### src/hdl/rht_pkg.sv
// Shared types and constants for the reference-counted handle table.
package rht_pkg;

   localparam int MODE_W   = 3;
   localparam int HANDLE_W = 32;
   localparam int REFS_W   = 32;
   localparam int COUNT_W  = 6;

   localparam logic [MODE_W-1:0] MODE_CREATE     = 3'd0;
   localparam logic [MODE_W-1:0] MODE_ACTIVATE   = 3'd1;
   localparam logic [MODE_W-1:0] MODE_DEACTIVATE = 3'd2;
   localparam logic [MODE_W-1:0] MODE_ADD_REF    = 3'd3;
   localparam logic [MODE_W-1:0] MODE_RELEASE    = 3'd4;
   localparam logic [MODE_W-1:0] MODE_QUERY      = 3'd5;

   // Write command from the sequencer to the slot store.
   typedef struct packed {
      logic                handle_we;
      logic                refs_we;
      logic [HANDLE_W-1:0] handle;
      logic [REFS_W-1:0]   refs;
   } rht_wr_type;

endpackage

### src/hdl/refcounted_handle_table.sv
// Top level of the reference-counted handle table.
//
// A table of SLOTS context slots, each live slot holding a handle and a reference
// count. For an operation, the lookup sequencer fetches and compares one slot per
// cycle from the slot memory; the scan stops at the first free or matching
// slot, then the update state writes that slot. A lookup that finds nothing
// answers with a failure. A count query, an unknown mode, or any operation while
// disabled answers without a scan. The block takes one word at a time and
// accepts the next after the result is taken. Writing enable from 0 to 1 frees
// every slot at once and restarts handles at 2. Activate and deactivate only
// report whether the handle is live, since the per-slot enabled flag has no
// visible effect.
module refcounted_handle_table #(
   parameter int SLOTS = 32
) (
   input  logic        clock,
   input  logic        reset,
   // csr_data: enable
   input  logic        csr_valid,
   output logic        csr_ready,
   input  logic        csr_data,
   // req_tdata: context_id[31:0], zero padding [39:32]
   input  logic        req_tvalid,
   output logic        req_tready,
   input  logic [39:0] req_tdata,
   // req_tuser: mode[2:0]
   input  logic [2:0]  req_tuser,
   // rsp_tdata: new_id[31:0], active_count[37:32], zero padding [39:38]
   output logic        rsp_tvalid,
   input  logic        rsp_tready,
   output logic [39:0] rsp_tdata,
   // rsp_tuser: ok[0]
   output logic [0:0]  rsp_tuser
);

   localparam int IDX_W  = (SLOTS > 1) ? $clog2(SLOTS) : 1;
   localparam int SCAN_W = IDX_W + 1;
   localparam int LIVE_W = $clog2(SLOTS + 1);
   localparam logic [IDX_W-1:0]  LAST_IDX  = IDX_W'(SLOTS - 1);
   localparam logic [SCAN_W-1:0] SCAN_END  = SCAN_W'(SLOTS);

   localparam logic [1:0] ST_IDLE = 2'd0;
   localparam logic [1:0] ST_SCAN = 2'd1;
   localparam logic [1:0] ST_MOD  = 2'd2;
   localparam logic [1:0] ST_RESP = 2'd3;

   logic [1:0]                   state_ff, state_in;
   logic                         enable_ff, enable_in;
   logic [SLOTS-1:0]             in_use_ff, in_use_in;
   logic [rht_pkg::HANDLE_W-1:0] next_handle_ff, next_handle_in;
   logic [LIVE_W-1:0]            live_ff, live_in;
   logic [rht_pkg::MODE_W-1:0]   mode_ff, mode_in;
   logic [rht_pkg::HANDLE_W-1:0] id_ff, id_in;
   logic [SCAN_W-1:0]            scan_ff, scan_in;
   logic                         chk_vld_ff, chk_vld_in;
   logic [IDX_W-1:0]             chk_idx_ff, chk_idx_in;
   logic [IDX_W-1:0]             hit_idx_ff, hit_idx_in;
   logic [rht_pkg::REFS_W-1:0]   refs_hit_ff, refs_hit_in;
   logic                         rsp_ok_ff, rsp_ok_in;
   logic [rht_pkg::HANDLE_W-1:0] rsp_id_ff, rsp_id_in;
   logic [rht_pkg::COUNT_W-1:0]  rsp_count_ff, rsp_count_in;

   logic                         issue;
   logic                         hit;
   logic [rht_pkg::HANDLE_W-1:0] rd_handle;
   logic [rht_pkg::REFS_W-1:0]   rd_refs;
   logic [rht_pkg::HANDLE_W-1:0] handle_inc;
   logic [LIVE_W+rht_pkg::COUNT_W-1:0] live_wide;
   rht_pkg::rht_wr_type          wr;

   rht_store #(
      .SLOTS(SLOTS),
      .IDX_W(IDX_W)
   ) u_store (
      .clock     (clock),
      .rd_en     (issue),
      .rd_addr   (scan_ff[IDX_W-1:0]),
      .rd_handle (rd_handle),
      .rd_refs   (rd_refs),
      .wr_addr   (hit_idx_ff),
      .wr        (wr)
   );

   assign handle_inc = next_handle_ff + rht_pkg::HANDLE_W'(1);
   assign live_wide  = {{rht_pkg::COUNT_W{1'b0}}, live_in};

   // Issue stage reads one slot; check stage compares the slot read last cycle.
   always_comb begin
      if (!chk_vld_ff) begin
         hit = 1'b0;
      end else if (mode_ff == rht_pkg::MODE_CREATE) begin
         hit = !in_use_ff[chk_idx_ff];
      end else begin
         hit = in_use_ff[chk_idx_ff] && (rd_handle == id_ff);
      end
      issue = (state_ff == ST_SCAN) && (scan_ff < SCAN_END) && !hit;
   end

   always_comb begin
      state_in       = state_ff;
      enable_in      = enable_ff;
      in_use_in      = in_use_ff;
      next_handle_in = next_handle_ff;
      live_in        = live_ff;
      mode_in        = mode_ff;
      id_in          = id_ff;
      scan_in        = scan_ff;
      chk_vld_in     = 1'b0;
      chk_idx_in     = chk_idx_ff;
      hit_idx_in     = hit_idx_ff;
      refs_hit_in    = refs_hit_ff;
      rsp_ok_in      = rsp_ok_ff;
      rsp_id_in      = rsp_id_ff;
      rsp_count_in   = rsp_count_ff;
      wr             = '0;

      if (csr_valid) begin
         if (csr_data && !enable_ff) begin
            in_use_in      = '0;
            next_handle_in = rht_pkg::HANDLE_W'(1);
            live_in        = '0;
         end
         enable_in = csr_data;
      end

      unique case (state_ff)
         ST_IDLE: begin
            if (req_tvalid) begin
               mode_in = req_tuser;
               id_in   = req_tdata[rht_pkg::HANDLE_W-1:0];
               scan_in = '0;
               if (enable_ff && (req_tuser < rht_pkg::MODE_QUERY)) begin
                  state_in = ST_SCAN;
               end else begin
                  rsp_ok_in    = (req_tuser == rht_pkg::MODE_QUERY);
                  rsp_id_in    = '0;
                  rsp_count_in = live_wide[rht_pkg::COUNT_W-1:0];
                  state_in     = ST_RESP;
               end
            end
         end
         ST_SCAN: begin
            if (issue) begin
               chk_vld_in = 1'b1;
               chk_idx_in = scan_ff[IDX_W-1:0];
               scan_in    = scan_ff + SCAN_W'(1);
            end
            if (hit) begin
               hit_idx_in  = chk_idx_ff;
               refs_hit_in = rd_refs;
               state_in    = ST_MOD;
            end else if (chk_vld_ff && (chk_idx_ff == LAST_IDX)) begin
               // No free or matching slot: fail.
               rsp_ok_in    = 1'b0;
               rsp_id_in    = '0;
               rsp_count_in = live_wide[rht_pkg::COUNT_W-1:0];
               state_in     = ST_RESP;
            end
         end
         ST_MOD: begin
            rsp_ok_in = 1'b1;
            rsp_id_in = '0;
            case (mode_ff)
               rht_pkg::MODE_CREATE: begin
                  next_handle_in        = handle_inc;
                  in_use_in[hit_idx_ff] = 1'b1;
                  live_in               = live_ff + LIVE_W'(1);
                  wr.handle_we          = 1'b1;
                  wr.handle             = handle_inc;
                  wr.refs_we            = 1'b1;
                  wr.refs               = rht_pkg::REFS_W'(1);
                  rsp_id_in             = handle_inc;
               end
               rht_pkg::MODE_ADD_REF: begin
                  // Hold the count at its maximum.
                  wr.refs_we = (refs_hit_ff != '1);
                  wr.refs    = refs_hit_ff + rht_pkg::REFS_W'(1);
               end
               rht_pkg::MODE_RELEASE: begin
                  wr.refs_we = 1'b1;
                  wr.refs    = refs_hit_ff - rht_pkg::REFS_W'(1);
                  if (refs_hit_ff == rht_pkg::REFS_W'(1)) begin
                     in_use_in[hit_idx_ff] = 1'b0;
                     live_in               = live_ff - LIVE_W'(1);
                  end
               end
               default: begin
                  // Activate and deactivate: success only.
               end
            endcase
            rsp_count_in = live_wide[rht_pkg::COUNT_W-1:0];
            state_in     = ST_RESP;
         end
         ST_RESP: begin
            if (rsp_tready) begin
               state_in = ST_IDLE;
            end
         end
         default: begin
            state_in = ST_IDLE;
         end
      endcase
   end

   always_ff @(posedge clock) begin
      if (reset) begin
         state_ff       <= ST_IDLE;
         enable_ff      <= 1'b0;
         in_use_ff      <= '0;
         next_handle_ff <= rht_pkg::HANDLE_W'(1);
         live_ff        <= '0;
         chk_vld_ff     <= 1'b0;
      end else begin
         state_ff       <= state_in;
         enable_ff      <= enable_in;
         in_use_ff      <= in_use_in;
         next_handle_ff <= next_handle_in;
         live_ff        <= live_in;
         chk_vld_ff     <= chk_vld_in;
      end
   end

   always_ff @(posedge clock) begin
      mode_ff      <= mode_in;
      id_ff        <= id_in;
      scan_ff      <= scan_in;
      chk_idx_ff   <= chk_idx_in;
      hit_idx_ff   <= hit_idx_in;
      refs_hit_ff  <= refs_hit_in;
      rsp_ok_ff    <= rsp_ok_in;
      rsp_id_ff    <= rsp_id_in;
      rsp_count_ff <= rsp_count_in;
   end

   assign csr_ready  = 1'b1;
   assign req_tready = (state_ff == ST_IDLE);
   assign rsp_tvalid = (state_ff == ST_RESP);
   assign rsp_tdata  = {2'b00, rsp_count_ff, rsp_id_ff};
   assign rsp_tuser  = rsp_ok_ff;

endmodule

### src/hdl/rht_store.sv
// Slot store: handle and reference count memories with registered reads.
module rht_store #(
   parameter int SLOTS = 32,
   parameter int IDX_W = 5
) (
   input  logic                         clock,
   input  logic                         rd_en,
   input  logic [IDX_W-1:0]             rd_addr,
   output logic [rht_pkg::HANDLE_W-1:0] rd_handle,
   output logic [rht_pkg::REFS_W-1:0]   rd_refs,
   input  logic [IDX_W-1:0]             wr_addr,
   input  rht_pkg::rht_wr_type          wr
);

   logic [rht_pkg::HANDLE_W-1:0] handle_mem [SLOTS];
   logic [rht_pkg::REFS_W-1:0]   refs_mem   [SLOTS];
   logic [rht_pkg::HANDLE_W-1:0] rd_handle_ff;
   logic [rht_pkg::REFS_W-1:0]   rd_refs_ff;

   always_ff @(posedge clock) begin
      if (wr.handle_we) begin
         handle_mem[wr_addr] <= wr.handle;
      end
      if (wr.refs_we) begin
         refs_mem[wr_addr] <= wr.refs;
      end
   end

   always_ff @(posedge clock) begin
      if (rd_en) begin
         rd_handle_ff <= handle_mem[rd_addr];
         rd_refs_ff   <= refs_mem[rd_addr];
      end
   end

   assign rd_handle = rd_handle_ff;
   assign rd_refs   = rd_refs_ff;

endmodule

### config.mk
export PLATFORM = sky130hd
export DESIGN_NAME = refcounted_handle_table
export DESIGN_NICKNAME = d
export VERILOG_FILES = /design/src/hdl/rht_pkg.sv /design/src/hdl/refcounted_handle_table.sv /design/src/hdl/rht_store.sv
export SDC_FILE = /design/constraint.sdc
export NUM_CORES = 2
export LEC_CHECK = 0
export BUFFER_PORTS_ARGS = -buffer_cell sky130_fd_sc_hd__buf_2
export CAP_MARGIN = 20
export CORE_AREA = 2 2 428 430
export DETAILED_ROUTE_END_ITERATION = 7
export DIE_AREA = 0 0 430 432
export GPL_ROUTABILITY_DRIVEN = 0
export PLACE_DENSITY_LB_ADDON = 0.2
export SYNTH_ARGS = -nofsm -noshare
export SYNTH_HDL_FRONTEND = slang
export SYNTH_HIERARCHICAL = 1
export SYNTH_SLANG_ARGS = --single-unit
export TNS_END_PERCENT = 100
### constraint.sdc
create_clock -name clock -period 9.7 [get_ports clock]
set_clock_uncertainty 0.05 [all_clocks]
set_input_delay 0.485 -clock clock [delete_from_list [all_inputs] [get_ports clock]]
set_output_delay 0.485 -clock clock [all_outputs]
set_load 0.05 [all_outputs]
======== Word-level counts from Yosys, hierarchy flattened ========
Memories as Yosys holds them, arrays and structs flattened. A register that Yosys moved wholly into a read port is not among the register bits.
Index checks and enable logic that the tools add are counted.
word-level totals
  memories ................................ 2
  bits in registers ....................... 196
  input port bits ......................... 49
  bits in writable memories ............... 2048
  output and inout port bits .............. 44
  logic and storage cells ................. 125
memories
  memory              words  width  read ports  clocked after Yosys merged registers in  write ports  line             text
  u_store.handle_mem  32     32     1           1                                        1            rht_store.sv:15  logic [rht_pkg::HANDLE_W-1:0] handle_mem [SLOTS];
  u_store.refs_mem    32     32     1           1                                        1            rht_store.sv:16  logic [rht_pkg::REFS_W-1:0] refs_mem [SLOTS];
cells by class
  magnitude comparators ................... 5
  muxes and demuxes ....................... 54
  reductions and logical operators ........ 22
  bitwise gates (word level) .............. 4
  equal/unequal tests ..................... 17
  add/sub/neg operators ................... 6
operators with widths
  cell                   number
  $mux 32                13
  $pmux 32 s3            2
  $mux 66                1
  $add 32x1->32 const B  2
  $pmux 32 s2            1
  $mux 6                 10
  $and 32x32->32         1
  $eq 32x1->1 const B    1
  $eq 32x32->1           1
  $ne 32x32->1 const B   1
  $not 32->32            1
  $or 32x32->32          1
  $sub 32x1->32 const B  1
  $pmux 6 s2             2
  $pmux 6 s3             1
  $mux 1                 14
  $add 6x1->6 const B    2
  $lt 5x6->1 const B     2
  $mux 2                 5
  $ne 2x2->1 const B     4
  $pmux 2 s4             1
  $logic_and 1x1->1      7
  $eq 3x3->1 const B     2
  $lt 6x6->1 const B     1
  other kinds (23)       31

======== Depth between registers and ports, before layout ========
  depth in word-level cells ............... 10
  depth in mapped cells ................... 11
  mapped depth without buffers ............ 9

======== Hierarchy ========
Netlist, hierarchy kept.
modules (own cells, without submodules)
  module                   cells an instance  area an instance (µm²)  sequential area each (µm²)  instances
  rht_store                3154               79761.5                 63420.8                     1
  refcounted_handle_table  1084               10426.2                 5144.9                      1

======== Worst setup path after synthesis ========
No wires, ideal clock.
  path type ............................... register to register
  from .................................... reg chk_idx_ff[1]
  to ...................................... reg u_store.rd_handle_ff (netlist bit u_store/rd_handle[0]), read port of u_store.handle_mem (enable)
  data arrival time ....................... 6.222 ns
  clock period less this slack ............ 6.836 ns
  data required time ...................... 9.085 ns
  slack ................................... 2.864 ns
  cell stages (with the launch flop) ...... 10
  buffers on the path ..................... 2
  path through ............................ edfxtp_1 -> clkbuf_1 -> buf_2 -> mux2i_1 -> a211oi_1 -> o211ai_1 -> nand4_1 -> mux2i_1 -> nor2b_1 -> nor3_1
on the way
  cells in the longest elaborated chain, start to end .. 7
  elaborated cells between the ends (all ways) .. 8
  classes of those cells .................. mux (4); reduce/logical (4)
ends and longest elaborated chain
  element                                                      line                                                          text
  start, declared                                              refcounted_handle_table.sv:56                                 logic [IDX_W-1:0] chk_idx_ff, chk_idx_in;
  start signal, assigned                                       refcounted_handle_table.sv:227                                chk_idx_ff <= chk_idx_in;
  $bmux 1 s5 (*)                                               refcounted_handle_table.sv:92, refcounted_handle_table.sv:94
  $mux 1 (not written as such) (*)                             refcounted_handle_table.sv:92, refcounted_handle_table.sv:94
  $logic_and 1x1->1 / $logic_not 1->1 (equally long branches)  refcounted_handle_table.sv:94, refcounted_handle_table.sv:92
  $mux 1 (*)                                                   refcounted_handle_table.sv:91                                 end else if (mode_ff == rht_pkg::MODE_CREATE) begin
  $mux 1 (*)                                                   refcounted_handle_table.sv:89                                 if (!chk_vld_ff) begin
  $logic_not 1->1 (*)                                          refcounted_handle_table.sv:96                                 issue = (state_ff == ST_SCAN) && (scan_ff < SCAN_END) && !hit;
  $logic_and 1x1->1 (*)                                        refcounted_handle_table.sv:96
  net issue                                                    refcounted_handle_table.sv:63                                 logic issue;
  end, declared                                                rht_store.sv:17                                               logic [rht_pkg::HANDLE_W-1:0] rd_handle_ff;
The timed path passes the listed nets; every way through them passes the cells marked *. The select of a mux whose other input is x is not followed.
A chain may end at the register's enable or synchronous reset.

==> flow_summary.rst <==
.. list-table::
   :header-rows: 1

   * - Metric
     - Value
   * - Type of the tightest min-delay check
     - in2reg
   * - Leakage power
     - 28.9 nW
   * - Commonest non-fill, non-tap cells in the layout
     - 2234 x edfxtp_1, 602 x mux4_2, 226 x clkbuf_16, 143 x buf_4, 133 x nor2_1
   * - Wire length per cell after detailed routing
     - 31.0 um
   * - Crit path from
     - refs_hit_ff[0]$_DFFE_PP_
   * - Max H-tree Level
     - 4
   * - Area occupied by registers
     - 68600 um2
   * - Port Buffers
     - 81
   * - Count of flip-flops with a built-in enable after synthesis
     - 2234
   * - Post-synthesis register bit count
     - 2308
   * - Estimated wirelength of the detail-placed design
     - 110 mm
   * - Signed area change from the synthesized netlist to the final layout
     - 13.7%
   * - Core box area
     - 182000 um2
   * - Total I/O pin count
     - 93
   * - Maximum number of pins on one net before global-route repair
     - 140
   * - Final min period
     - 4.85 ns
   * - Total routing resource utilization after global routing
     - 23.7%
   * - Setup crit end kind
     - register
   * - Number of warnings reported in the yosys synthesis log
     - 6
   * - Unique masters post-synth
     - 79
   * - Stage delay of the slowest cell on the critical path
     - 1.05 ns
   * - Share of the cycle needed by the critical path after routing
     - 50.0%
   * - Async set-reset flop share out of synthesis
     - 0%
   * - Peak supply drop
     - 214 uV
   * - Global-route wire length before repair
     - 314 mm
   * - Filler cell count in the final layout
     - 13200
   * - Clock sink count
     - 2308
   * - Via count of the first global-routing pass
     - 43700
   * - Total of max-cap violations
     - 0
   * - Clock latency at the later pin of the worst-skew pair
     - 0.86 ns
   * - Fraction of the yosys area taken by sequential cells
     - 76.0%
   * - Critical path cell sequence
     - ha_1 -> nand3_1 -> or2_2 -> nor4_1 -> nand4_1 -> nor4b_1 -> nor2_1 -> nand3b_1 -> nor2_4 -> buf_4
   * - Number of nets with antenna violations after routing
     - 0
   * - Final routed DRC violation total
     - 0
   * - Root cell of the clock tree
     - clkbuf_16
   * - Total setup buffers inserted after CTS
     - 0
   * - Buffer levels on the longest clock path
     - 3
   * - Average via count per standard cell
     - 6.30
   * - Synthesized cell area
     - 90200 um2
   * - Number of clock buffers inserted by TritonCTS
     - 221
   * - Clock tree from TritonCTS
     - yes
   * - Effective utilization at floorplan
     - 49.6%
   * - Total number of vias
     - 44700
   * - Vertical extent of the die
     - 432 um
   * - WL final
     - 220 mm
   * - Startpoint kind of the worst setup timing path
     - register
   * - Overflow left after global routing
     - 0
   * - Setup TNS Final
     - 0 ns
   * - Power per cell area
     - 242 nW/um2
   * - Number of antenna violations at the first check in global routing
     - 0
   * - Required arrival time at the worst endpoint
     - 10.15 ns
   * - Slew margin rel.
     - 18.9%
   * - Width of the die
     - 430 um
   * - Hold violation count in the final report
     - 0
   * - Worst-margin pin slew
     - 1.21 ns
   * - Post-CTS clock slew at the launch and capture registers of the worst setup and hold paths
     - 0.06 ns
   * - Type of the worst setup path
     - reg2reg
   * - Overall die area
     - 186000 um2
   * - Most instantiated flip-flop cell in the synthesis netlist
     - edfxtp_1
   * - Largest fanout on the critical path
     - 17
   * - Starting DRT DRC Count
     - 6014
   * - Final nets
     - 4578
   * - Arrival time worst endpoint
     - 5.30 ns
   * - Cells after synthesis
     - 4238
   * - Proportion of layout cells with a drive suffix above 1
     - 30.0%
   * - F_max
     - 206 MHz
   * - Hold Path Origin
     - req_tvalid
   * - Result of the run
     - complete, no violations
   * - Final setup fails
     - 0
   * - Worst reg2reg path startpoint
     - refs_hit_ff[0]$_DFFE_PP_
   * - Number of rows created at floorplan
     - 157
   * - Average size of a mapped cell
     - 21.3 um2
   * - # diodes
     - 0
   * - Number of iterations in the first detailed-routing pass
     - 6
   * - Total area of multi-input combinational cells
     - 21300 um2
   * - Final design utilization
     - 56.4%
   * - Max-slew violations
     - 0
   * - Library cell contributing the largest single delay on the critical path
     - nor2_4
   * - Setup repair after global routing missed its margin
     - false
   * - Most common library cell in the layout ignoring fill and taps
     - edfxtp_1
[cells in the mapped netlist (9+ instances only)]
library cell / instances / share of area [%]
o31ai_1: 10 / 0.083
a32oi_1: 10 / 0.097
a22oi_1: 31 / 0.26
mux4_2: 602 / 15
inv_1: 16 / 0.067
a221oi_1: 17 / 0.17
mux2i_1: 45 / 0.50
nor2_1: 224 / 0.93
clkbuf_1: 127 / 0.53
ha_1: 11 / 0.15
a211oi_1: 32 / 0.27
and4_1: 10 / 0.097
nand3_1: 39 / 0.22
and3_1: 17 / 0.12
o21ai_0: 40 / 0.22
buf_1: 27 / 0.11
or3_1: 11 / 0.076
o21a_1: 9 / 0.075
buf_2: 65 / 0.36
xor2_1: 47 / 0.46
nand2_1: 112 / 0.47
o211ai_1: 9 / 0.075
nand4_1: 19 / 0.13
a21oi_1: 58 / 0.32
buf_4: 18 / 0.15
nor3_1: 28 / 0.16
edfxtp_1: 2234 / 74
nor4_1: 23 / 0.16
dfxtp_1: 74 / 1.6
o22ai_1: 32 / 0.22
and2_1: 21 / 0.15
xnor2_1: 28 / 0.27
mux2_2: 77 / 0.96
[layer usage]
metal / track usage, % / share of wire [%] / vias to the layer above
met2: 37.4 / 48 / 1954
met4: 4.82 / 1.5 / 0
met5: 0 / 0 / -
met1: 35.4 / 42 / 24200
li1: - / - / 18300
met3: 3.73 / 8.3 / 251
[cells by family after synthesis]
logic type | after synthesis | share of synthesized area (%)
flip-flops | 2308 | 76.0
multiplexers | 724 | 16.5
AND/OR/NAND/NOR | 564 | 3.07
AO/OA/AOI/OAI | 295 | 2.24
buffers and inverters | 259 | 1.28
XOR/XNOR | 75 | 0.728
adder cells (fa/ha/maj) | 11 | 0.153
other | 2 | 0.00833
[final timing paths]
kind,end,slack [ns],depth (start not counted)
setup / recovery,u_store/refs_mem[25][19]$_DFFE_PP_,4.85,10
hold / removal,scan_ff[2]$_SDFFCE_PN0P_,0.14,4
setup reg to reg,u_store/refs_mem[25][19]$_DFFE_PP_,4.85,10
hold reg to reg,refs_hit_ff[21]$_DFFE_PP_,0.37,0
[critical path, delay by kind of cell, from the launching register on]
kind	cells	cell delay [ns]
simple gates	8	2.94
flops	1	0.59
buf+inv	1	0.56
fa+ha+maj	1	0.33
[report_power, final]
part	switching, mW	total (mW)	leakage [nW]	internal (mW)
Clock	3.67	8.55	3.50	4.87
Sequential	0.103	11.3	18.6	11.2
Combinational	2.84	4.92	6.75	2.08
Total	6.61	24.8	28.9	18.2
[stage by stage]
stage	std cells	hold slack, ns	worst slack [ns]	cell area [um2]	power, mW
after detailed placement	6614	0.355	4.94	94500	16.5
final	7088	0.141	4.85	103000	24.8
after CTS	7060	0.0493	4.91	102000	25.0
after global routing	7088	0.167	4.67	103000	25.6
after global placement	6610	0.352	5.02	94400	16.5
after floorplan	4239	0.350	2.86	90200	15.2
[state kept, by name, indices dropped and copies added (netlist names), 2 cells and up]
register / flops
u_store/handle_mem: 1024
refs_hit_ff: 32
state_ff: 2
rsp_id_ff: 32
id_ff: 32
mode_ff: 3
next_handle_ff: 32
u_store/rd_handle: 32
in_use_ff: 32
u_store/rd_refs: 32
scan_ff: 6
live_ff: 6
hit_idx_ff: 5
rsp_count_ff: 6
u_store/refs_mem: 1024
chk_idx_ff: 5
[area by class of cell]
cell class	instances	share of cell area (%)
inverters	17	0.0622
well taps	2385	2.91
multi-input cells	1672	20.7
clock buffers	274	5.69
flip-flops and latches	2308	66.9
clock inverters	134	1.31
repair buffers	298	2.44
[repair_timing]
item,in CTS,in global routing
gates resized for setup,0,0
hold buffers,38,0
hold endpoints to repair,37,0
No activity file was read; power rests on OpenSTA's default activity.
